$ cat config.mk
export PLATFORM = sky130hd
export DESIGN_NAME = grid_cell_range_enumerator_top
export DESIGN_NICKNAME = d
export VERILOG_FILES = /design/src/hw/rtl/gcre_pkg.sv /design/src/hw/rtl/gcre_div.sv /design/src/hw/rtl/gcre_scan.sv /design/src/hw/rtl/grid_cell_range_enumerator_top.sv
export VERILOG_INCLUDE_DIRS = /design/src /design/src/hw/rtl
export SDC_FILE = /design/constraint.sdc
export NUM_CORES = 2
export LEC_CHECK = 0
export ABC_AREA = 1
export BUFFER_PORTS_ARGS = -buffer_cell sky130_fd_sc_hd__buf_2
export CORE_UTILIZATION = 40
export DETAILED_ROUTE_END_ITERATION = 16
export PLACE_DENSITY = 0.65
export REMOVE_ABC_BUFFERS = 1
export SETUP_SLACK_MARGIN = 0.5
export SYNTH_ARGS = -nofsm -noshare
export SYNTH_HDL_FRONTEND = slang
export SYNTH_SLANG_ARGS = --single-unit
$ cat constraint.sdc
create_clock -name clk -period 8.4 [get_ports clk]
set_input_delay 0.84 -clock clk [delete_from_list [all_inputs] [get_ports clk]]
set_output_delay 0.84 -clock clk [all_outputs]
set_load 0.05 [all_outputs]
$ cat src/hw/rtl/grid_cell_range_enumerator_top_defines.svh
// Assertion macros for the enumerator RTL, used by gcre_scan
`ifndef GRID_CELL_RANGE_ENUMERATOR_TOP_DEFINES_SVH
`define GRID_CELL_RANGE_ENUMERATOR_TOP_DEFINES_SVH

// antecedent implies consequent in the same cycle
`define GCRE_ASSERT_IMPLY(label, clk, rst_n, ante, cons) \
  label: assert property (@(posedge clk) disable iff (!rst_n) (ante) |-> (cons)) \
    else $error("gcre assertion failed");

// antecedent implies consequent in the next cycle
`define GCRE_ASSERT_NEXT(label, clk, rst_n, ante, cons) \
  label: assert property (@(posedge clk) disable iff (!rst_n) (ante) |=> (cons)) \
    else $error("gcre assertion failed");

`endif

$ cat src/hw/rtl/gcre_pkg.sv
package gcre_pkg;

  localparam int MAX_CELLS  = 64;
  localparam int CNT_W      = $clog2(MAX_CELLS + 1);
  localparam int SAT_W      = $clog2(MAX_CELLS + 2);
  localparam int COORD_W    = 24;
  localparam int QUOT_W     = COORD_W + 1;
  localparam int SIZE_W     = 15;
  localparam int BOUND_W    = 16;
  localparam int GRID_W     = 3 * BOUND_W;
  localparam int CELL_W     = BOUND_W + 2;
  localparam int DIM_W      = CELL_W + 1;
  localparam int IDX_W      = 32;
  localparam int DIV_CNT_W  = $clog2(COORD_W);
  localparam int CFG_ADDR_W = 3;
  localparam int PROD2_W    = 2 * SAT_W;
  localparam int PROD3_W    = 3 * SAT_W;

  typedef enum logic [CFG_ADDR_W-1:0] {
    CFG_CELL_SIZE    = 3'd0,
    CFG_GRID_LOW     = 3'd1,
    CFG_GRID_HIGH    = 3'd2,
    CFG_ROW_STRIDE   = 3'd3,
    CFG_PLANE_STRIDE = 3'd4
  } cfg_idx_t;

  typedef struct packed {
    logic signed [COORD_W-1:0] box_low_x;
    logic signed [COORD_W-1:0] box_low_y;
    logic signed [COORD_W-1:0] box_low_z;
    logic signed [COORD_W-1:0] box_high_x;
    logic signed [COORD_W-1:0] box_high_y;
    logic signed [COORD_W-1:0] box_high_z;
  } in_t;

  typedef struct packed {
    logic [IDX_W-1:0] cell_index;
    logic             range_empty;
    logic             truncated;
    logic             last;
  } out_t;

  typedef struct packed {
    logic                     single;
    logic                     empty;
    logic                     trunc;
    logic signed [CELL_W-1:0] fx;
    logic signed [CELL_W-1:0] fy;
    logic signed [CELL_W-1:0] fz;
    logic signed [CELL_W-1:0] sx;
    logic signed [CELL_W-1:0] sy;
    logic signed [CELL_W-1:0] sz;
    logic [IDX_W-1:0]         base;
  } scan_cmd_t;

  typedef enum logic [2:0] {
    ST_IDLE,
    ST_DLOAD,
    ST_DWAIT,
    ST_CHECK,
    ST_MUL,
    ST_LAUNCH,
    ST_WAIT
  } top_st_t;

  typedef enum logic {
    SC_IDLE,
    SC_RUN
  } sc_st_t;

endpackage

$ cat src/hw/rtl/gcre_div.sv
module gcre_div
  import gcre_pkg::*;
(
  input  logic               clk,
  input  logic               rst_n,
  input  logic               start,
  input  logic [COORD_W-1:0] dividend,
  input  logic [SIZE_W-1:0]  divisor,
  output logic               done,
  output logic [COORD_W-1:0] quotient
);

  logic                 active_r;
  logic                 done_r;
  logic [DIV_CNT_W-1:0] cnt_r;
  logic [COORD_W-1:0]   q_r;
  logic [SIZE_W-1:0]    rem_r;
  logic [SIZE_W:0]      rem_sh;
  logic [SIZE_W:0]      rem_diff;
  logic                 q_bit;

  // one restoring step per cycle
  always_comb begin
    rem_sh   = {rem_r, q_r[COORD_W-1]};
    rem_diff = rem_sh - {1'b0, divisor};
    q_bit    = (rem_sh >= {1'b0, divisor});
  end

  always_ff @(posedge clk) begin
    if (!rst_n) begin
      active_r <= 1'b0;
      done_r   <= 1'b0;
      cnt_r    <= '0;
    end else begin
      done_r <= 1'b0;
      if (start) begin
        active_r <= 1'b1;
        cnt_r    <= '0;
      end else if (active_r) begin
        cnt_r <= cnt_r + 1'b1;
        if (cnt_r == DIV_CNT_W'(COORD_W - 1)) begin
          active_r <= 1'b0;
          done_r   <= 1'b1;
        end
      end
    end
  end

  always_ff @(posedge clk) begin
    if (start) begin
      q_r   <= dividend;
      rem_r <= '0;
    end else if (active_r) begin
      q_r   <= {q_r[COORD_W-2:0], q_bit};
      rem_r <= q_bit ? rem_diff[SIZE_W-1:0] : rem_sh[SIZE_W-1:0];
    end
  end

  assign done     = done_r;
  assign quotient = q_r;

endmodule

$ cat src/hw/rtl/gcre_scan.sv
`include "grid_cell_range_enumerator_top_defines.svh"

module gcre_scan
  import gcre_pkg::*;
(
  input  logic              clk,
  input  logic              rst_n,
  input  logic              start,
  input  scan_cmd_t         cmd,
  input  logic [SIZE_W-1:0] row_stride,
  input  logic [SIZE_W-1:0] plane_stride,
  output logic              busy,
  output logic              out_valid,
  output out_t              out_data,
  input  logic              out_stall
);

  sc_st_t                   state_r;
  sc_st_t                   state_nxt;
  scan_cmd_t                cmd_r;
  logic signed [CELL_W-1:0] x_r;
  logic signed [CELL_W-1:0] y_r;
  logic signed [CELL_W-1:0] z_r;
  logic [IDX_W-1:0]         idx_r;
  logic [IDX_W-1:0]         line_r;
  logic [IDX_W-1:0]         plane_r;
  logic [CNT_W-1:0]         n_r;
  logic                     out_valid_r;
  out_t                     out_data_r;
  logic                     emit;
  logic                     at_end;
  logic                     cap;
  logic                     last_c;
  out_t                     res;
  logic [IDX_W-1:0]         line_step;
  logic [IDX_W-1:0]         plane_step;

  always_comb begin
    state_nxt = state_r;
    case (state_r)
      SC_IDLE: if (start) state_nxt = SC_RUN;
      SC_RUN:  if (emit && last_c) state_nxt = SC_IDLE;
      default: state_nxt = SC_IDLE;
    endcase
  end

  always_comb begin
    emit       = (state_r == SC_RUN) && (!out_valid_r || !out_stall);
    at_end     = (x_r == cmd_r.sx) && (y_r == cmd_r.sy) && (z_r == cmd_r.sz);
    cap        = (n_r == CNT_W'(MAX_CELLS - 1));
    last_c     = cmd_r.single || at_end || cap;
    line_step  = line_r + IDX_W'(row_stride);
    plane_step = plane_r + IDX_W'(plane_stride);
    res.cell_index  = cmd_r.single ? '0 : idx_r;
    res.range_empty = cmd_r.single && cmd_r.empty;
    res.truncated   = !cmd_r.single && cmd_r.trunc;
    res.last        = last_c;
  end

  always_ff @(posedge clk) begin
    if (!rst_n) begin
      state_r     <= SC_IDLE;
      out_valid_r <= 1'b0;
    end else begin
      state_r <= state_nxt;
      if (emit) begin
        out_valid_r <= 1'b1;
      end else if (!out_stall) begin
        out_valid_r <= 1'b0;
      end
    end
  end

  // x fastest, then y, then z
  always_ff @(posedge clk) begin
    if (start) begin
      cmd_r   <= cmd;
      x_r     <= cmd.fx;
      y_r     <= cmd.fy;
      z_r     <= cmd.fz;
      idx_r   <= cmd.base;
      line_r  <= cmd.base;
      plane_r <= cmd.base;
      n_r     <= '0;
    end else if (emit) begin
      out_data_r <= res;
      n_r        <= n_r + 1'b1;
      if (x_r != cmd_r.sx) begin
        x_r   <= x_r + 1'b1;
        idx_r <= idx_r + 1'b1;
      end else if (y_r != cmd_r.sy) begin
        x_r    <= cmd_r.fx;
        y_r    <= y_r + 1'b1;
        line_r <= line_step;
        idx_r  <= line_step;
      end else begin
        x_r     <= cmd_r.fx;
        y_r     <= cmd_r.fy;
        z_r     <= z_r + 1'b1;
        plane_r <= plane_step;
        line_r  <= plane_step;
        idx_r   <= plane_step;
      end
    end
  end

  assign busy      = (state_r == SC_RUN);
  assign out_valid = out_valid_r;
  assign out_data  = out_data_r;

  `GCRE_ASSERT_IMPLY(a_count_cap, clk, rst_n, state_r == SC_RUN, n_r < CNT_W'(MAX_CELLS))
  `GCRE_ASSERT_IMPLY(a_start_idle, clk, rst_n, start, state_r == SC_IDLE)
  `GCRE_ASSERT_NEXT(a_start_busy, clk, rst_n, start, state_r == SC_RUN)
  `GCRE_ASSERT_IMPLY(a_end_last, clk, rst_n, $fell(state_r == SC_RUN), out_valid_r && out_data_r.last)
  `GCRE_ASSERT_IMPLY(a_empty_last, clk, rst_n, out_valid_r && out_data_r.range_empty, out_data_r.last)

endmodule

$ cat src/hw/rtl/grid_cell_range_enumerator_top.sv
// Flow: a box takes six divisions by the cell size on one shared restoring divider,
// then the clamp check and stride products before the first result; then one result per
// cycle unless out_stall holds it, up to 64 per box. Zero cell size: one result, no division.
// A new box is taken only after the scan of the previous box has finished.
// Reset: synchronous, active low; clears the control state and the config registers to zero.
module grid_cell_range_enumerator_top
  import gcre_pkg::*;
(
  input  logic                  clk,
  input  logic                  rst_n,
  input  logic                  in_valid,
  output logic                  in_stall,
  input  in_t                   in_data,
  output logic                  out_valid,
  input  logic                  out_stall,
  output out_t                  out_data,
  input  logic                  cfg_valid,
  output logic                  cfg_ready,
  input  logic [CFG_ADDR_W-1:0] cfg_addr,
  input  logic [GRID_W-1:0]     cfg_data
);

  top_st_t                  state_r;
  top_st_t                  state_nxt;
  logic [SIZE_W-1:0]        cell_size_r;
  logic [GRID_W-1:0]        grid_low_r;
  logic [GRID_W-1:0]        grid_high_r;
  logic [SIZE_W-1:0]        row_stride_r;
  logic [SIZE_W-1:0]        plane_stride_r;
  in_t                      box_r;
  logic [2:0]               k_r;
  logic signed [CELL_W-1:0] cell_r [6];
  logic [SAT_W-1:0]         dz_sat_r;
  logic [PROD2_W-1:0]       dxy_r;
  logic [IDX_W-1:0]         prod_z_r;
  logic [IDX_W-1:0]         prod_y_r;
  logic                     trunc_r;
  logic                     single_r;
  logic                     empty_r;

  logic                     accept;
  logic                     div_start;
  logic                     div_done;
  logic [COORD_W-1:0]       div_q;
  logic signed [COORD_W-1:0] coord;
  logic [COORD_W-1:0]       coord_mag;
  logic [1:0]               axis;
  logic signed [QUOT_W-1:0] lo_ext;
  logic signed [QUOT_W-1:0] hi_ext;
  logic signed [QUOT_W-1:0] q_cell;
  logic signed [QUOT_W-1:0] c_lo;
  logic signed [QUOT_W-1:0] c_hi;
  logic signed [QUOT_W-1:0] c_reb;
  logic signed [DIM_W-1:0]  dim [3];
  logic [SAT_W-1:0]         dim_sat [3];
  logic                     any_empty;
  logic [PROD3_W-1:0]       total;
  logic [IDX_W-1:0]         fx_ext;
  logic [IDX_W-1:0]         fy_ext;
  logic [IDX_W-1:0]         fz_ext;
  logic                     scan_start;
  logic                     scan_busy;
  scan_cmd_t                cmd;

  assign accept    = in_valid && !in_stall;
  assign cfg_ready = 1'b1;

  always_ff @(posedge clk) begin
    if (!rst_n) begin
      cell_size_r    <= '0;
      grid_low_r     <= '0;
      grid_high_r    <= '0;
      row_stride_r   <= '0;
      plane_stride_r <= '0;
    end else if (cfg_valid && cfg_ready) begin
      case (cfg_addr)
        CFG_CELL_SIZE:    cell_size_r    <= cfg_data[SIZE_W-1:0];
        CFG_GRID_LOW:     grid_low_r     <= cfg_data;
        CFG_GRID_HIGH:    grid_high_r    <= cfg_data;
        CFG_ROW_STRIDE:   row_stride_r   <= cfg_data[SIZE_W-1:0];
        CFG_PLANE_STRIDE: plane_stride_r <= cfg_data[SIZE_W-1:0];
        default: ;
      endcase
    end
  end

  always_comb begin
    case (k_r)
      3'd0:    coord = box_r.box_low_x;
      3'd1:    coord = box_r.box_low_y;
      3'd2:    coord = box_r.box_low_z;
      3'd3:    coord = box_r.box_high_x;
      3'd4:    coord = box_r.box_high_y;
      default: coord = box_r.box_high_z;
    endcase
    axis      = (k_r < 3'd3) ? k_r[1:0] : 2'(k_r - 3'd3);
    coord_mag = coord[COORD_W-1] ? COORD_W'(-coord) : COORD_W'(coord);
    lo_ext    = QUOT_W'($signed(grid_low_r[axis*BOUND_W +: BOUND_W]));
    hi_ext    = QUOT_W'($signed(grid_high_r[axis*BOUND_W +: BOUND_W]));
    // negative coordinates floor one further: -(q) - 1 == ~q
    q_cell    = coord[COORD_W-1] ? ~$signed({1'b0, div_q}) : $signed({1'b0, div_q});
    c_lo      = (q_cell < lo_ext) ? lo_ext : q_cell;
    c_hi      = (hi_ext < c_lo) ? hi_ext : c_lo;
    c_reb     = c_hi - lo_ext;
  end

  always_comb begin
    any_empty = 1'b0;
    for (int i = 0; i < 3; i++) begin
      dim[i]     = DIM_W'(cell_r[i+3]) - DIM_W'(cell_r[i]) + DIM_W'(1);
      dim_sat[i] = (dim[i] > DIM_W'(MAX_CELLS)) ? SAT_W'(MAX_CELLS + 1) : dim[i][SAT_W-1:0];
      if (cell_r[i] > cell_r[i+3]) any_empty = 1'b1;
    end
    total  = PROD3_W'(dxy_r) * PROD3_W'(dz_sat_r);
    fx_ext = IDX_W'(cell_r[0]);
    fy_ext = IDX_W'(cell_r[1]);
    fz_ext = IDX_W'(cell_r[2]);
  end

  always_comb begin
    state_nxt = state_r;
    case (state_r)
      ST_IDLE:   if (accept) state_nxt = (cell_size_r == '0) ? ST_LAUNCH : ST_DLOAD;
      ST_DLOAD:  state_nxt = ST_DWAIT;
      ST_DWAIT:  if (div_done) state_nxt = (k_r == 3'd5) ? ST_CHECK : ST_DLOAD;
      ST_CHECK:  state_nxt = any_empty ? ST_LAUNCH : ST_MUL;
      ST_MUL:    state_nxt = ST_LAUNCH;
      ST_LAUNCH: state_nxt = ST_WAIT;
      ST_WAIT:   if (!scan_busy) state_nxt = ST_IDLE;
      default:   state_nxt = ST_IDLE;
    endcase
  end

  always_comb begin
    in_stall   = (state_r != ST_IDLE);
    div_start  = (state_r == ST_DLOAD);
    scan_start = (state_r == ST_LAUNCH);
    cmd.single = single_r;
    cmd.empty  = empty_r;
    cmd.trunc  = trunc_r;
    cmd.fx     = cell_r[0];
    cmd.fy     = cell_r[1];
    cmd.fz     = cell_r[2];
    cmd.sx     = cell_r[3];
    cmd.sy     = cell_r[4];
    cmd.sz     = cell_r[5];
    cmd.base   = prod_z_r + prod_y_r + fx_ext;
  end

  always_ff @(posedge clk) begin
    if (!rst_n) begin
      state_r <= ST_IDLE;
    end else begin
      state_r <= state_nxt;
    end
  end

  always_ff @(posedge clk) begin
    case (state_r)
      ST_IDLE: begin
        box_r    <= in_data;
        k_r      <= '0;
        single_r <= (cell_size_r == '0);
        empty_r  <= 1'b0;
        trunc_r  <= 1'b0;
      end
      ST_DWAIT: begin
        if (div_done) begin
          cell_r[k_r] <= CELL_W'(c_reb);
          k_r         <= k_r + 1'b1;
        end
      end
      ST_CHECK: begin
        single_r <= any_empty;
        empty_r  <= any_empty;
        dxy_r    <= PROD2_W'(dim_sat[0]) * PROD2_W'(dim_sat[1]);
        dz_sat_r <= dim_sat[2];
        prod_z_r <= IDX_W'(plane_stride_r) * fz_ext;
      end
      ST_MUL: begin
        trunc_r  <= (total > PROD3_W'(MAX_CELLS));
        prod_y_r <= IDX_W'(row_stride_r) * fy_ext;
      end
      default: ;
    endcase
  end

  gcre_div u_div (
    .clk      (clk),
    .rst_n    (rst_n),
    .start    (div_start),
    .dividend (coord_mag),
    .divisor  (cell_size_r),
    .done     (div_done),
    .quotient (div_q)
  );

  gcre_scan u_scan (
    .clk          (clk),
    .rst_n        (rst_n),
    .start        (scan_start),
    .cmd          (cmd),
    .row_stride   (row_stride_r),
    .plane_stride (plane_stride_r),
    .busy         (scan_busy),
    .out_valid    (out_valid),
    .out_data     (out_data),
    .out_stall    (out_stall)
  );

endmodule

Yosys cells after proc, flatten, opt, wreduce, memory -nomap -nowiden
Memories as Yosys holds them, arrays and structs flattened.
Index checks and enable logic that the tools add are counted.
{ "totals": {"regBits": 712, "ram_bits": 108, "input_bits": 200, "output_inout_bits": 38, "n_memories": 1} }
{ "mem_list": {"columns": ["memory", "words", "width", "rd", "rd_ports_with_merged_regs", "wr", "line", "source"], "rows": [
  ["cell_r", 6, 18, 6, 0, 1, "grid_cell_range_enumerator_top.sv:32", "logic signed [CELL_W-1:0] cell_r [6];"]
]} }
{ "op_classes": {"add_sub_neg": 21, "mul": 4, "n_lt_le_gt_ge": 11, "n_eq_ne": 28, "shift": 2, "muxes": 60, "n_bitwise": 5, "n_reduce_logical": 36} }
{ "op_table": {"columns": ["cell", "count"], "rows": [
  ["$mux W32", 11],
  ["$mux W18", 12],
  ["$pmux W24 S5", 1],
  ["$shiftx A48 B7 Y16", 2],
  ["$mux W24", 3],
  ["$add A32 B15 Y32", 2],
  ["$add A32 B32 Y32", 2],
  ["$mul A16 B18 Y32", 2],
  ["$add A19 B2 Y19 const B", 3],
  ["$gt A19 B8 Y1 const B", 3],
  ["$sub A18 B18 Y19", 3],
  ["$add A18 B1 Y18 const B", 3],
  ["$eq A18 B18 Y1", 3],
  ["$gt A18 B18 Y1", 3],
  ["$mux W25", 2],
  ["$ne A18 B18 Y1", 2],
  ["$add A32 B1 Y32 const B", 1],
  ["$lt A16 B25 Y1", 1],
  ["$lt A25 B16 Y1", 1],
  ["$not A24 Y25", 1],
  ["$neg A24 Y24", 1],
  ["$gt A21 B7 Y1 const B", 1],
  ["$mul A14 B7 Y21", 1],
  ["$pmux W3 S7", 1],
  ["35 further kinds", 102]
]} }

Longest topological paths before layout
{ "depth": {"word_depth": 8, "mapped_depth": 59} }

Cells and area by module
A second synthesis with hierarchy kept.
{ "hier_totals": {"hier_cells": 8548, "area_unflattened_um2": 72004.1} }
{ "modules_own_cells": {"columns": ["mod", "n_inst", "cells_per_inst", "area_per_inst_um2"], "rows": [
  ["grid_cell_range_enumerator_top", 1, 6078, 52003.6],
  ["gcre_scan", 1, 2019, 16920.0],
  ["gcre_div", 1, 451, 3080.5]
]} }

Least setup slack after synthesis
No wires, ideal clock.
{ "synth_timing": {"path_type": "reg-to-reg", "from": "register state_r[0]", "to": "register state_r[2]", "setup_time_ns": 0.114, "arrival_ns": 10.022, "slack_ns": -1.736, "path_stages_with_launch": 10, "path_buffers": 0, "path_cell_list": "dfxtp_1 -> nor2_1 -> inv_1 -> nor2_1 -> inv_1 -> or2_2 -> nand2_1 -> inv_1 -> a21oi_1 -> nor2_1"} }
{ "synth_between": {"elab_chain_len": 5} }
{ "synth_lines": {"columns": ["item", "line", "source"], "rows": [
  ["start, declared", "grid_cell_range_enumerator_top.sv:23", "top_st_t state_r;"],
  ["start signal, assigned", "grid_cell_range_enumerator_top.sv:154", "state_r <= state_nxt;"],
  ["$reduce_bool A3 Y1", "grid_cell_range_enumerator_top.sv:135", "in_stall = (state_r != ST_IDLE);"],
  ["net in_stall", "grid_cell_range_enumerator_top.sv:12", "output logic in_stall,"],
  ["$logic_not A1 Y1", "grid_cell_range_enumerator_top.sv:65", "assign accept = in_valid && !in_stall;"],
  ["$logic_and A1 B1 Y1", "grid_cell_range_enumerator_top.sv:65", null],
  ["$ne A2 B2 Y1 (no line)", null, null],
  ["$reduce_and A3 Y1 (no line)", null, null]
]} }
The timed path passes the listed nets, and every way through them passes these cells.
A chain may end at the register's enable or synchronous reset.

==> flow_metrics.tcl <==
set metrics [dict create \
    status "complete, no violations" \
    antenna_found_initial 16 \
    syn_area_sq_um 69590 \
    leakagePower_nw 36.36 \
    drv_cap 0 \
    finalWirelength_mm 205.4 \
    relSlewSlack_pct 15.51 \
    use_met1_pct 30.84 \
    r2r-end "dxy_r[13]" \
    async_flop_share_pct 0 \
    initial_core_util_pct 40.43 \
    die_w_um 419.1 \
    pwr_density_cell_nw_per_um2 408.2 \
    max_freq_mhz 135.3 \
    syn_inst 7923 \
    r2r_cells 35 \
    hp-class "input pin to flip-flop" \
    clockPowerShare_pct 13.8 \
    min_to "box_r[69]" \
    min_path_cells 1 \
    numCtsBuffers 97 \
    path_max_fanout 18 \
    fp.coreArea_sq_um 172100 \
    p_comb_share_pct 61.3 \
    gp_congestion 0.9415 \
    max_slew.worst_pin.slew_ps 1263 \
    grt-busiest-layer "met2" \
    htreeDepth 3 \
    power_switching_mw 14.92 \
    swShare_pct 47.06 \
    hold_viol_final 0 \
    root_buffer "clkbuf_16" \
    nNetsFinal 9532 \
    crit_top_cell "a21oi_1" \
    cp.arrival_ps 7860 \
    placed_area_sq_um 73780 \
    fin_tns_setup_ps 0 \
    vdd_drop_max_v 0.001048 \
    overflow 0 \
    max_stage_delay_ps 580 \
    grt_usage_pct 23.43 \
    ant_nets 0 \
    period_needed_ps 7390 \
    fin_crit_sh_pct 87.97 \
    grt.met3_usage_pct 3.457 \
    clkTransAtPathRegs_ps 60 \
    mostFrequentLayoutCells "nand2_1, inv_1, edfxtp_1, fa_1, nor2_1" \
    area_growth_pct 11.63 \
    path_class "flip-flop to flip-flop" \
    ios 238 \
    synth_edf_count 645 \
    final_common_cell "nand2_1" \
    grt_max_degree 92 \
    seq_power_share_pct 25.0 \
    vias 54460 \
    rows 152 \
    r2r-start "cell_r[1][4]" \
    ys_warn_count 0 \
    end_kind "flip-flop" \
    start_kind "flip-flop" \
    r2r_slack_ps 1010 \
    finalSetupViolCount 0 \
    hold_start "in_data[69]" \
    crit_path_top_delay_cell "fa_1" \
    slew_viol_final 0 \
    dp_slack_ps 65.20 \
    synth.avg_cell_area_sq_um 8.783 \
    clockBufferDepth 3 \
    io_buffers 236 \
    grt_pass1_wl_mm 315.3 \
    post-route-drc-count 0 \
    drt_iter0_drc 4460 \
    synth_flop_cell "edfxtp_1" \
    first_pass_iters 8 \
    finalInstanceArea_sq_um 77680 \
    vias_per_cell 5.167 \
    cts_tree "built" \
    ys_types 71 \
    rsz0062_at_grt "no" \
    die-area_sq_um 175600 \
    die_y_um 419.1 \
    final_layout_size_suffix_gt1_share_pct 8.625 \
    skew_ps 63.31 \
    required_ps 8870 \
    ys_ff_latch 820 \
    grt_use_met2_pct 38.65 \
    clock-sinks 820 \
    post-route-worst-setup-slack_ps 1010 \
    worstSkewPairLatency_ps 750 \
    wl_per_cell_um 19.49 \
    intPower_mw 16.78 \
    grt_pass1_vias 54730 \
    synth-seq-area-share_pct 32.87 \
    hpwl_mm 162.8 \
]
## final cells by class
class,count,area (sq um)
inverter,1545,5808
clock buffer,118,2569
clock inverter,53,683.2
multi-input combinational,5285,40280
antenna,9,22.52
sequential,820,22870
timing repair buffer,397,2530
fill,16540,94440
tap,2310,2890
timing repair inverter,2,20.02
## through the flow
step	util [%]	instances	hold slack (ps)	power, mW
3_3_place_gp	42.87	10340	403.5	25.16
2_1_floorplan	-	7650	400.3	19.90
6_report	45.13	10540	267.2	31.71
3_5_place_dp	42.87	10340	407.1	25.40
5_1_grt	45.12	10530	242.6	33.92
4_1_cts	44.77	10510	222.9	29.98
## worst max-delay path: cells and delay by family, from the launching register on
| kind | cells | cell delay, ps |
|---|---|---|
| adders and majority gates | 7 | 2820 |
| buffers and inverters | 6 | 750 |
| AOI/OAI and AO/OA | 12 | 1990 |
| DFF | 1 | 330 |
| and+or+nand+nor | 8 | 930 |
| xor gates and xnor gates | 2 | 290 |
## Yosys cell counts, types with 4 or more instances
| master | instances | share of area [%] |
|---|---|---|
| or2_2 | 39 | 0.35 |
| buf_2 | 12 | 0.086 |
| dfxtp_1 | 175 | 5.0 |
| xnor2_1 | 139 | 1.7 |
| nand2_1 | 1569 | 8.5 |
| o211ai_1 | 29 | 0.31 |
| o21ai_1 | 38 | 0.27 |
| a221oi_1 | 5 | 0.063 |
| a21oi_1 | 365 | 2.6 |
| a21o_1 | 17 | 0.18 |
| a22oi_1 | 8 | 0.086 |
| fa_1 | 643 | 18 |
| a32o_1 | 4 | 0.058 |
| nor2_1 | 544 | 2.9 |
| a211oi_1 | 11 | 0.12 |
| nor3_2 | 4 | 0.058 |
| inv_1 | 1531 | 8.3 |
| ha_1 | 541 | 9.7 |
| nand4_1 | 59 | 0.53 |
| o21bai_1 | 24 | 0.26 |
| clkbuf_1 | 219 | 1.2 |
| nand3b_1 | 11 | 0.12 |
| inv_2 | 10 | 0.054 |
| o21a_1 | 11 | 0.12 |
| buf_1 | 36 | 0.19 |
| nor3b_1 | 9 | 0.097 |
| o22ai_1 | 19 | 0.17 |
| and3_1 | 7 | 0.063 |
| xor2_1 | 233 | 2.9 |
| nand2_2 | 5 | 0.045 |
| o31ai_1 | 8 | 0.086 |
| edfxtp_1 | 645 | 28 |
| nor4_1 | 26 | 0.23 |
| a21boi_0 | 14 | 0.15 |
| a31oi_1 | 19 | 0.17 |
| nand3_1 | 220 | 1.6 |
| o221ai_1 | 14 | 0.18 |
| o21ai_0 | 525 | 3.8 |
| nor3_1 | 76 | 0.55 |
## what timing repair did
item,in CTS,in global routing
hold buffers,0,0
setup endpoints to repair,24,88
pin swaps,0,32
setup buffers,0,15
cloned,0,6
resized for setup,11,110
## how the worst max path moves through the flow
stage	startpoint	endpoint	slack, ps	depth (start not counted)
after detailed placement	k_r[1]	cell_r[3][16]	70	52
after floorplan	state_r[0]	u_scan.plane_r[0]	-7790	8
after global placement	k_r[0]	cell_r[3][16]	40	49
after global routing	k_r[1]	cell_r[4][16]	400	52
after CTS	k_r[0]	cell_r[0][16]	570	52
final	cell_r[1][4]	dxy_r[13]	1010	35
## power by group through the flow
stage	clock network, mW	logic [mW]	registers (mW)
floorplan	0	11.4	8.55
global placement	0	17.1	8.10
detailed placement	0	17.4	8.02
CTS	4.44	17.6	7.92
global route	4.59	21.4	7.90
finish	4.37	19.4	7.92
## state kept, by name, summed over array words and instances (netlist names), 35 cells and up
signal and count:
cell_r 108, grid_low_r 48, u_scan.cmd_r 93, grid_high_r 48
box_r 144, u_scan.out_data 35
## cell families (layout without fill, tap and decap cells)
logic type | after synthesis | count (layout) | share of synthesized area (%)
simple gates | 2586 | 2586 | 15.28
buf+inv | 1818 | 2115 | 9.876
fa+ha+maj | 1184 | 1184 | 28.23
compound gates | 1141 | 1141 | 9.046
flops | 820 | 820 | 32.87
xor+xnor | 372 | 372 | 4.682
other cells | 1 | 10 | 0.005389
mux | 1 | 1 | 0.01438
## layer usage
layer | vias to the layer above | wire length, um
li1 | 25630 | -
met1 | 26520 | 86270
met2 | 1932 | 96250
met3 | 361 | 14120
met4 | 14 | 8522
met5 | - | 211
(Power assumes the default switching activity.)
